<file path="config.mk">
export PLATFORM = sky130hd
export DESIGN_NAME = command_line_tokenizer_core
export DESIGN_NICKNAME = d
export VERILOG_FILES = /design/src/clt_pkg.sv /design/src/command_line_tokenizer_core.sv /design/src/clt_engine.sv /design/src/clt_resq.sv
export VERILOG_INCLUDE_DIRS = /design/src /design/src/src
export SDC_FILE = /design/constraint.sdc
export NUM_CORES = 1
export LEC_CHECK = 0
export BUFFER_PORTS_ARGS = -buffer_cell sky130_fd_sc_hd__clkbuf_2
export CAP_MARGIN = 20
export CORE_AREA = 2 2 182 184
export CTS_CLUSTER_SIZE = 16
export DETAILED_ROUTE_END_ITERATION = 8
export DIE_AREA = 0 0 184 186
export PLACE_DENSITY = 0.44
export SLEW_MARGIN = 40
export SYNTH_ARGS = -nofsm -noshare
export SYNTH_HDL_FRONTEND = slang
export SYNTH_HIERARCHICAL = 1
export SYNTH_SLANG_ARGS = --single-unit
export TNS_END_PERCENT = 100
</file>
<file path="constraint.sdc">
create_clock -name clk_i -period 4.7 [get_ports clk_i]
set_clock_uncertainty 0.2 [all_clocks]
set_input_delay 0.47 -clock clk_i [delete_from_list [all_inputs] [get_ports clk_i]]
set_output_delay 0.47 -clock clk_i [all_outputs]
set_load 0.03 [all_outputs]
</file>
<file path="src/command_line_tokenizer_core_macros.svh">
// Assertion macros for the command line tokenizer core.
// Used by the top level only; expects clk_i and rst_ni in scope.
`ifndef COMMAND_LINE_TOKENIZER_CORE_MACROS_SVH
`define COMMAND_LINE_TOKENIZER_CORE_MACROS_SVH

// Same-cycle implication, checked on every rising clock edge outside reset.
`define CLT_ASSERT_IMPL(label, ante, cons, msg) \
  label: assert property (@(posedge clk_i) disable iff (!rst_ni) (ante) |-> (cons)) \
    else $error(msg);

// Next-cycle implication, checked on every rising clock edge outside reset.
`define CLT_ASSERT_NEXT(label, ante, cons, msg) \
  label: assert property (@(posedge clk_i) disable iff (!rst_ni) (ante) |=> (cons)) \
    else $error(msg);

`endif

</file>
<file path="src/clt_pkg.sv">
// Shared types and constants of the command line tokenizer.
// No dependencies; imported by every module of the block.
package clt_pkg;

  localparam int unsigned LINE_LENGTH = 128;
  localparam int unsigned ARG_LIMIT   = 16;

  localparam int unsigned CHAR_W    = 8;
  localparam int unsigned POS_W     = 8;
  localparam int unsigned IDX_W     = 4;
  localparam int unsigned ARG_CNT_W = $clog2(ARG_LIMIT + 1);

  localparam logic [CHAR_W-1:0] CH_NUL     = 8'h00;
  localparam logic [CHAR_W-1:0] CH_LF      = 8'h0A;
  localparam logic [CHAR_W-1:0] CH_CR      = 8'h0D;
  localparam logic [CHAR_W-1:0] CH_SPACE   = 8'h20;
  localparam logic [CHAR_W-1:0] CH_QUOTE   = 8'h22;
  localparam logic [CHAR_W-1:0] ESC_RESET  = 8'h5C;

  localparam int unsigned RESQ_DEPTH = 4;
  localparam int unsigned RESQ_AW    = $clog2(RESQ_DEPTH);
  localparam int unsigned RESQ_CW    = $clog2(RESQ_DEPTH + 1);

  typedef enum logic [1:0] {
    KIND_STORE  = 2'd0,
    KIND_BEGIN  = 2'd1,
    KIND_FINISH = 2'd2
  } kind_e;

  typedef enum logic [2:0] {
    ST_OK         = 3'd0,
    ST_EMPTY      = 3'd1,
    ST_TOO_MANY   = 3'd2,
    ST_TRAIL_ESC  = 3'd3,
    ST_OPEN_QUOTE = 3'd4
  } status_e;

  typedef struct packed {
    kind_e             kind;
    logic [POS_W-1:0]  position;
    logic [CHAR_W-1:0] value;
    logic [IDX_W-1:0]  arg_index;
    status_e           status;
    logic              last;
  } res_t;

  // Up to two results produced by one item, r0 first.
  typedef struct packed {
    logic [1:0] cnt;
    res_t       r0;
    res_t       r1;
  } push_t;

  function automatic res_t mk_res(kind_e k, logic [POS_W-1:0] p, logic [CHAR_W-1:0] v,
                                  logic [IDX_W-1:0] i, status_e s);
    res_t r;
    r.kind      = k;
    r.position  = p;
    r.value     = v;
    r.arg_index = i;
    r.status    = s;
    r.last      = 1'b0;
    return r;
  endfunction

endpackage

</file>
<file path="src/command_line_tokenizer_core.sv">
// Command line tokenizer core: one character per item in, argument events out.
// Results of an item are registered in the result queue when the item is taken.
// Throughput: one item per cycle while each yields at most one result and the
// master accepts; items with two results are buffered in a four-entry result queue.
// Reset (rst_ni low, asynchronous): line state cleared, escape character 0x5C.
// Depends on clt_pkg, clt_engine, clt_resq and the assertion macro header.
`include "command_line_tokenizer_core_macros.svh"

module command_line_tokenizer_core (
  input  logic        clk_i,
  input  logic        rst_ni,
  // input characters
  input  logic        s_axis_tvalid,
  output logic        s_axis_tready,
  input  logic [7:0]  s_axis_tdata,   // [7:0] ch
  // result items
  output logic        m_axis_tvalid,
  input  logic        m_axis_tready,
  output logic [23:0] m_axis_tdata,   // [7:0] position, [15:8] value,
                                      // [19:16] arg_index, [22:20] status, [23] zero
  output logic [1:0]  m_axis_tuser,   // [1:0] kind
  output logic        m_axis_tlast,   // last result caused by the input item
  // escape character register
  input  logic        cfg_valid_i,
  output logic        cfg_ready_o,
  input  logic [7:0]  cfg_data_i
);
  import clt_pkg::*;

  logic  in_fire;
  push_t push;
  res_t  head;

  // Take a new item whenever the queue can absorb the worst case of two results.
  assign in_fire     = s_axis_tvalid && s_axis_tready;
  // Accept a register write in any cycle; the sender keeps writes to idle stretches.
  assign cfg_ready_o = 1'b1;

  clt_engine u_engine (
    .clk_i      (clk_i),
    .rst_ni     (rst_ni),
    .in_fire_i  (in_fire),
    .ch_i       (s_axis_tdata),
    .cfg_we_i   (cfg_valid_i),
    .cfg_data_i (cfg_data_i),
    .push_o     (push)
  );

  clt_resq u_resq (
    .clk_i   (clk_i),
    .rst_ni  (rst_ni),
    .push_i  (push),
    .room_o  (s_axis_tready),
    .valid_o (m_axis_tvalid),
    .ready_i (m_axis_tready),
    .res_o   (head)
  );

  // Pack the head result onto the stream.
  assign m_axis_tdata = {1'b0, head.status, head.arg_index, head.value, head.position};
  assign m_axis_tuser = head.kind;
  assign m_axis_tlast = head.last;

  // An item never produces more than two results.
  `CLT_ASSERT_IMPL(a_push_max_two, 1'b1, push.cnt != 2'd3, "more than two results per item")
  // Results come only from an accepted item.
  `CLT_ASSERT_IMPL(a_push_needs_item, push.cnt != 2'd0, in_fire, "result without an item")
  // With two results, only the second carries the last mark.
  `CLT_ASSERT_IMPL(a_pair_last, push.cnt == 2'd2, push.r1.last && !push.r0.last,
                   "last mark misplaced in a result pair")
  // A line finish is always the final result of its item.
  `CLT_ASSERT_IMPL(a_finish_last, m_axis_tvalid && (m_axis_tuser == KIND_FINISH),
                   m_axis_tlast, "finish result without last")

endmodule

</file>
<file path="src/clt_engine.sv">
// Tokenizer step logic: line state registers, escape register and the
// per-character decision. Depends on clt_pkg.
module clt_engine (
  input  logic                  clk_i,
  input  logic                  rst_ni,
  input  logic                  in_fire_i,
  input  logic [clt_pkg::CHAR_W-1:0] ch_i,
  input  logic                  cfg_we_i,
  input  logic [clt_pkg::CHAR_W-1:0] cfg_data_i,
  output clt_pkg::push_t        push_o
);
  import clt_pkg::*;

  logic [CHAR_W-1:0]    esc_char_q;
  logic [CHAR_W-1:0]    chars_q, chars_d;
  logic [POS_W-1:0]     wc_q, wc_d;
  logic [ARG_CNT_W-1:0] argcnt_q, argcnt_d;
  logic                 esc_q, esc_d;
  logic                 word_q, word_d;
  logic                 quote_q, quote_d;
  logic                 ovf_q, ovf_d;

  logic              is_term;
  logic              need_word, do_store, set_esc, clr_esc, tgl_quote, end_word;
  logic [CHAR_W-1:0] store_val;
  logic              va, vb;
  res_t              res_a, res_b;
  status_e           fin_st;

  always_comb begin
    chars_d   = chars_q;
    wc_d      = wc_q;
    argcnt_d  = argcnt_q;
    esc_d     = esc_q;
    word_d    = word_q;
    quote_d   = quote_q;
    ovf_d     = ovf_q;
    need_word = 1'b0;
    do_store  = 1'b0;
    set_esc   = 1'b0;
    clr_esc   = 1'b0;
    tgl_quote = 1'b0;
    end_word  = 1'b0;
    store_val = '0;
    va        = 1'b0;
    vb        = 1'b0;
    res_a     = mk_res(KIND_STORE, '0, '0, '0, ST_OK);
    res_b     = mk_res(KIND_STORE, '0, '0, '0, ST_OK);
    fin_st    = ST_OK;

    is_term = (ch_i == CH_NUL) || (ch_i == CH_LF) || (ch_i == CH_CR) ||
              (chars_q >= CHAR_W'(LINE_LENGTH));

    if (in_fire_i) begin
      if (is_term) begin
        if (!ovf_q) begin
          if (esc_q) begin
            fin_st = ST_TRAIL_ESC;
          end else begin
            if (word_q) begin
              va    = 1'b1;
              res_a = mk_res(KIND_STORE, wc_q, '0, '0, ST_OK);
            end
            if (quote_q) begin
              fin_st = ST_OPEN_QUOTE;
            end else if (argcnt_q == '0) begin
              fin_st = ST_EMPTY;
            end else begin
              fin_st = ST_OK;
            end
          end
          vb    = 1'b1;
          res_b = mk_res(KIND_FINISH, '0, '0, '0, fin_st);
        end
        // start a fresh line
        chars_d  = '0;
        wc_d     = '0;
        argcnt_d = '0;
        esc_d    = 1'b0;
        word_d   = 1'b0;
        quote_d  = 1'b0;
        ovf_d    = 1'b0;
      end else begin
        chars_d = chars_q + CHAR_W'(1);
        if (!ovf_q) begin
          priority if (esc_q) begin
            need_word = 1'b1;
            do_store  = 1'b1;
            store_val = ch_i;
            clr_esc   = 1'b1;
          end else if (ch_i == esc_char_q) begin
            need_word = 1'b1;
            set_esc   = 1'b1;
          end else if (ch_i == CH_SPACE) begin
            if (quote_q) begin
              need_word = 1'b1;
              do_store  = 1'b1;
              store_val = ch_i;
            end else if (word_q) begin
              do_store  = 1'b1;
              end_word  = 1'b1;
            end
          end else if (ch_i == CH_QUOTE) begin
            need_word = 1'b1;
            tgl_quote = 1'b1;
          end else begin
            need_word = 1'b1;
            do_store  = 1'b1;
            store_val = ch_i;
          end

          if (need_word && !word_q && (argcnt_q >= ARG_CNT_W'(ARG_LIMIT))) begin
            // too many arguments: finish now, drop the rest of the line
            va    = 1'b1;
            res_a = mk_res(KIND_FINISH, '0, '0, '0, ST_TOO_MANY);
            ovf_d = 1'b1;
          end else begin
            if (need_word && !word_q) begin
              va       = 1'b1;
              res_a    = mk_res(KIND_BEGIN, wc_q, '0, IDX_W'(argcnt_q), ST_OK);
              argcnt_d = argcnt_q + ARG_CNT_W'(1);
              word_d   = 1'b1;
            end
            if (do_store) begin
              vb    = 1'b1;
              res_b = mk_res(KIND_STORE, wc_q, store_val, '0, ST_OK);
              wc_d  = wc_q + POS_W'(1);
            end
            if (set_esc)   esc_d   = 1'b1;
            if (clr_esc)   esc_d   = 1'b0;
            if (tgl_quote) quote_d = !quote_q;
            if (end_word)  word_d  = 1'b0;
          end
        end
      end
    end
  end

  // Compact the two candidate results and mark the final one.
  always_comb begin
    push_o.cnt = 2'd0;
    push_o.r0  = res_a;
    push_o.r1  = res_b;
    if (va && vb) begin
      push_o.cnt     = 2'd2;
      push_o.r1.last = 1'b1;
    end else if (va) begin
      push_o.cnt     = 2'd1;
      push_o.r0.last = 1'b1;
    end else if (vb) begin
      push_o.cnt     = 2'd1;
      push_o.r0      = res_b;
      push_o.r0.last = 1'b1;
    end
  end

  always_ff @(posedge clk_i or negedge rst_ni) begin
    if (!rst_ni) begin
      esc_char_q <= ESC_RESET;
      chars_q    <= '0;
      wc_q       <= '0;
      argcnt_q   <= '0;
      esc_q      <= 1'b0;
      word_q     <= 1'b0;
      quote_q    <= 1'b0;
      ovf_q      <= 1'b0;
    end else begin
      if (cfg_we_i) begin
        esc_char_q <= cfg_data_i;
      end
      chars_q  <= chars_d;
      wc_q     <= wc_d;
      argcnt_q <= argcnt_d;
      esc_q    <= esc_d;
      word_q   <= word_d;
      quote_q  <= quote_d;
      ovf_q    <= ovf_d;
    end
  end

endmodule

</file>
<file path="src/clt_resq.sv">
// Result queue: takes up to two results a cycle, hands out one.
// Depends on clt_pkg.
module clt_resq (
  input  logic           clk_i,
  input  logic           rst_ni,
  input  clt_pkg::push_t push_i,
  output logic           room_o,
  output logic           valid_o,
  input  logic           ready_i,
  output clt_pkg::res_t  res_o
);
  import clt_pkg::*;

  res_t               mem_q [RESQ_DEPTH];
  logic [RESQ_AW-1:0] wp_q, wp_d, rp_q, rp_d;
  logic [RESQ_CW-1:0] cnt_q, cnt_d;
  logic               pop;

  assign valid_o = (cnt_q != '0);
  assign room_o  = (cnt_q <= RESQ_CW'(RESQ_DEPTH - 2));
  assign res_o   = mem_q[rp_q];
  assign pop     = valid_o && ready_i;

  always_comb begin
    wp_d  = wp_q + RESQ_AW'(push_i.cnt);
    rp_d  = rp_q + RESQ_AW'(pop);
    cnt_d = cnt_q + RESQ_CW'(push_i.cnt) - RESQ_CW'(pop);
  end

  always_ff @(posedge clk_i or negedge rst_ni) begin
    if (!rst_ni) begin
      wp_q  <= '0;
      rp_q  <= '0;
      cnt_q <= '0;
    end else begin
      wp_q  <= wp_d;
      rp_q  <= rp_d;
      cnt_q <= cnt_d;
    end
  end

  // payload, no reset
  always_ff @(posedge clk_i) begin
    if (push_i.cnt != 2'd0) begin
      mem_q[wp_q] <= push_i.r0;
    end
    if (push_i.cnt == 2'd2) begin
      mem_q[wp_q + RESQ_AW'(1)] <= push_i.r1;
    end
  end

endmodule
</file>
After elaboration in Yosys (flattened, before gate mapping)
Memory sizes are Yosys's and may differ from the RTL's.
Index checks and enable logic that the tools add are counted.
{"block": "totals", "wordCells": 166, "ramBits": 104, "reg_bits": 40, "mem_count": 1}
{"block": "classes", "n_mux": 111, "n_addsub": 8, "magnitude_cmp": 3, "n_eq_ne": 8, "reduce_logical": 24}
{"memory": "u_resq.mem_q", "words": 4, "width": 26, "read_ports": 1, "rd_ports_with_merged_regs": 0, "wr": 2, "line": "clt_resq.sv:14", "text": "res_t mem_q [RESQ_DEPTH];"}
{"cell": "2-to-1 mux 26 bit", "n": 12}
{"cell": "2-to-1 mux 8 bit", "n": 10}
{"cell": "2-to-1 mux 1 bit", "n": 76}
{"cell": "2-to-1 mux 25 bit", "n": 2}
{"cell": "2-to-1 mux 24 bit", "n": 2}
{"cell": "2-to-1 mux 27 bit", "n": 1}
{"cell": "2-to-1 mux 5 bit", "n": 4}
{"cell": "AND reduction 4 bit", "n": 5}
{"cell": "adder 8 x 1 -> 8 bit, second input constant", "n": 2}
{"cell": "equality test 8 x 4 -> 1 bit, second input constant", "n": 2}
{"cell": "equality test 8 x 6 -> 1 bit, second input constant", "n": 2}
{"cell": "nonzero test 3 bit", "n": 3}
{"cell": "equality test 8 bit", "n": 1}
{"cell": "greater-or-equal comparator 8 bit, second input constant", "n": 1}
{"cell": "zero test 8 bit", "n": 1}
{"cell": "nonzero test 2 bit", "n": 4}
{"cell": "2-to-1 mux 3 bit", "n": 2}
{"cell": "adder 5 x 1 -> 5 bit, second input constant", "n": 1}
{"cell": "greater-or-equal comparator 5 bit, second input constant", "n": 1}
{"cell": "logical AND 1 bit", "n": 5}
{"cell": "zero test 5 bit", "n": 1}
{"cell": "2-to-1 mux 2 bit", "n": 2}
{"cell": "adder 3 x 2 -> 3 bit", "n": 1}
{"cell": "less-or-equal comparator 3 x 2 -> 1 bit, second input constant", "n": 1}
{"cell": "other kinds (9)", "n": 12}

Longest topological paths before layout
{"block": "depth", "ltp_word": 19, "depth_mapped": 17}

Modules after synthesis
Netlist, hierarchy kept.
{"mod": "clt_resq", "area_each_um2": 5472.7, "seq_area_each_um2": 3298.2, "n_inst": 1, "cells_each": 294}
{"mod": "clt_engine", "area_each_um2": 2432.3, "seq_area_each_um2": 830.8, "n_inst": 1, "cells_each": 275}
{"mod": "command_line_tokenizer_core", "area_each_um2": 28.8, "seq_area_each_um2": 0.0, "n_inst": 1, "cells_each": 5}

Worst setup path before layout
No wires, ideal clock.
{"block": "synth_timing", "kind": "input to register", "start": "input s_axis_tdata[1]", "end": "memory u_resq/mem_q[0][0] (netlist bit), enable pin", "path_slack_ns": -0.453, "setup_ns": 0.449, "t_required_ns": 4.051, "t_arrival_ns": 4.504, "path_stages": 12, "n_path_buf": 5, "path_cell_list": "buf_2 > and4b_2 > a21oi_1 > and2_1 > buf_2 > buf_1 > o22ai_1 > ha_1 > buf_4 > buf_2 > nor2_1 > o31ai_1"}
{"item": "from (decl)", "line": "command_line_tokenizer_core.sv:15", "text": "input logic [7:0] s_axis_tdata,"}
{"item": "to (decl)", "line": "clt_resq.sv:14"}

==> qor.yml <==
initial_util_pct: 24.6
cts_made_buffers: 17
drt_pass1_iterations: 5
top_level_ports: 51
dp.final_hpwl_mm: 13.0
finalCritPeriodShare_pct: 84.6
syn-mean-instance-area_um2: 13.8
postSynthRegisterBits: 144
max_cap_viol_count: 0
netlist-cell-type-count: 64
outcome: "finished, final reports clean"
detailed_place.area_um2: 8670
slew-limit-headroom_pct: 56.1
async_reset_ff_share_pct: 27.8
layout_min_cycle_time_ns: 3.98
clock_sinks: 144
setup_fix_bufs_post_cts: 0
area_growth_syn_to_fin_pct: 16.8
chipHeight_um: 186
critical_path_peak_fanout: 26
grt_pass1_vias: 5239
ff_latch_area_um2: 4140
worst_slew_pin_slew_ns: 0.657
cell_area_after_synthesis_um2: 7930
grt_use_total_pct: 12.4
number_of_synthesized_flops_with_an_enable_pin: 104
required_time_of_the_critical_path_ns: 4.67
timing.final.ws_setup_ns: 0.723
holdWs_ns: 0.0670
crit_path_start_kind: "flop"
yosys_warnings: 6
power.density_cell_area_nw_per_um2: 530
clock_latency_on_the_worst_skew_pair_ns: 0.43
grt_pass1_wl_mm: 31.5
cts.htree.levels: 4
fin_area_um2: 9270
setup.worst_path.class: "flop to flop"
peakVddDrop_uv: 339
dominantRegCellSynth: "edfxtp_1"
multi_input_comb_area_um2: 3560
grt_overflow_total: 0
wire_length_reported_by_the_detailed_router_mm: 19.8
placement_rows: 66
tritoncts_clock_tree: "done"
clk_pin_slew_worst_paths_ns: 0.07
antenna_cells_inserted: 0
worstSetupEndpointType: "flop"
share_of_post_route_cells_with_drive_strength_above_1_pct: 38.6
pin_count_of_the_biggest_net_entering_global_routing: 41
coreArea_um2: 32200
number_of_antenna_violations_at_the_first_check_in_global_routing: 0
via_count: 4913
routabilityCongestion: 0.832
detail-route-antenna-nets: 0
final_hold_viol_count: 0
setup_viol_count_final: 0
drc_errors: 0
worstHoldPathType: "input port to flop"
first_iter_violations: 329
slew_violations: 0
die_area_um2: 34200
count_of_buffers_from_port_buffering: 48
longest_clk_path_bufs: 2
synth-seq-area-share_pct: 52.0
drt-wirelength-per-cell_um: 19.0
gate_count_after_technology_mapping: 574
die_w_um: 184
fmaxAchievable_ghz: 0.251
fillCellCount: 3274
vias_per_cell: 4.71
clk_root_buffer_cell: "clkbuf_16"
timing.setup.tns_ns: 0
pre_cts_slack_ns: 0.607
unrepaired_setup_endpoints_after_global_routing: "no"
cellLeakagePower_nw: 3.51
worst_ep_arrival_time_ns: 3.95
final_nets: 652
## registers in the layout (all words and copies together), names as in the netlist, 2 cells and up
signal,cells
u_engine/wc_q,8
u_resq/mem_q,104
u_resq/rp_q,2
u_engine/esc_char_q,8
u_engine/argcnt_q,5
u_resq/cnt_q,3
u_engine/chars_q,8
u_resq/wp_q,2
## cell usage after synthesis (8+ instances only)
| library cell | instances | area, µm² |
|---|---|---|
| edfxtp_1 | 104 | 3120 |
| mux2_2 | 92 | 1040 |
| dfrtp_1 | 36 | 901 |
| nor2_1 | 27 | 101 |
| mux4_2 | 26 | 586 |
| and2_1 | 22 | 138 |
| mux2_1 | 21 | 236 |
| nand2_1 | 20 | 75.1 |
| buf_2 | 17 | 85.1 |
| and3_1 | 15 | 93.8 |
| buf_4 | 15 | 113 |
| nand3_1 | 14 | 70.1 |
| inv_1 | 13 | 48.8 |
| a21oi_1 | 12 | 60.1 |
| xnor2_1 | 10 | 87.6 |
| ha_1 | 9 | 113 |
| xor2_1 | 9 | 78.8 |
| nand2b_1 | 8 | 50.1 |
| nor2b_1 | 8 | 50.1 |
## layout make-up
cell class | count | area share, %
well taps | 408 | 5.51
inverters | 13 | 0.526
clock inverters | 14 | 1.71
clock buffers | 18 | 4.63
flip-flops and latches | 144 | 44.6
repair buffers | 68 | 4.58
multi-input cells | 377 | 38.4
## kinds of logic (layout without fill, tap and decap cells)
kind of cell | Yosys count | in the layout | synth area share [%]
and+or+nand+nor | 150 | 150 | 11.6
DFF | 144 | 144 | 52.0
muxes | 141 | 141 | 23.7
buffers and inverters | 57 | 113 | 3.96
AOI/OAI and AO/OA | 50 | 50 | 4.86
xor gates and xnor gates | 19 | 19 | 2.10
adders and majority gates | 10 | 10 | 1.67
other | 3 | 7 | 0.142
## path summary, 6_finish.rpt
check	cells after the start	slack (ns)	to	start
worst max-delay path	10	0.72	u_resq/mem_q[2][10]	u_engine/esc_q
worst min-delay path	2	0.07	u_engine/esc_char_q[3]	cfg_data_i[3]
worst max register to register	10	0.72	u_resq/mem_q[2][10]	u_engine/esc_q
worst min register to register	1	0.31	u_engine/chars_q[3]	u_engine/chars_q[3]
max in group asynchronous	2	3.45	u_resq/rp_q[1]	rst_ni
min in group asynchronous	2	0.40	u_resq/cnt_q[0]	rst_ni
## through the flow
stage	util, %	std cells	total power, mW
4_1_cts	28.8	1042	5.00
3_3_place_gp	26.8	1007	3.59
2_1_floorplan	-	578	3.07
6_report	28.8	1042	4.92
3_5_place_dp	26.9	1009	3.63
5_1_grt	28.8	1042	5.20
## placed cells by master (no fill, tap or decap), drive strengths merged, types with 3 or more instances in the layout
cell type / count
a211o: 5
a21oi: 12
o211ai: 4
dfrtp: 36
dfstp: 4
clkinvlp: 3
o21ai: 5
nand2: 20
ha: 9
buf: 19
xnor2: 10
nor2b: 8
and3: 15
xor2: 9
clkinv: 6
nand2b: 8
conb: 7
nor3: 6
nor2: 27
edfxtp: 104
mux4: 26
nand3: 14
nor4b: 4
or4: 3
nand4: 4
o31ai: 4
clkbuf: 66
a31oi: 3
and2: 24
mux2: 113
inv: 16
nor4: 7
## where the power goes
part / internal, mW / switching, mW
combinational: 0.693 / 0.922
clock: 0.789 / 0.570
sequential: 1.64 / 0.302
## worst max-delay path: stages, from the launching register on
cell	delay, ns
dfrtp_1	0.52
nor4b_4	0.33
nand2_1	0.17
a2111o_1	0.50
a31oi_1	0.23
nor2_1	0.07
ha_1	0.33
buf_4	0.21
nor4bb_4	0.29
buf_4	0.47
mux2_2	0.39
## what timing repair did
action / in CTS / in global routing
gates resized for setup: 0 / 0
setup endpoints to repair: 0 / 0
hold buffers: 1 / 0
hold endpoints to repair: 36 / 0
## layer usage
metal / GRT usage [%] / routed length [µm]
met1: 16.6 / 9360
met2: 20.4 / 9550
met3: 1.98 / 617
met4: 4.03 / 302
met5: 0 / 0
Power figures use the tool's default switching activity.
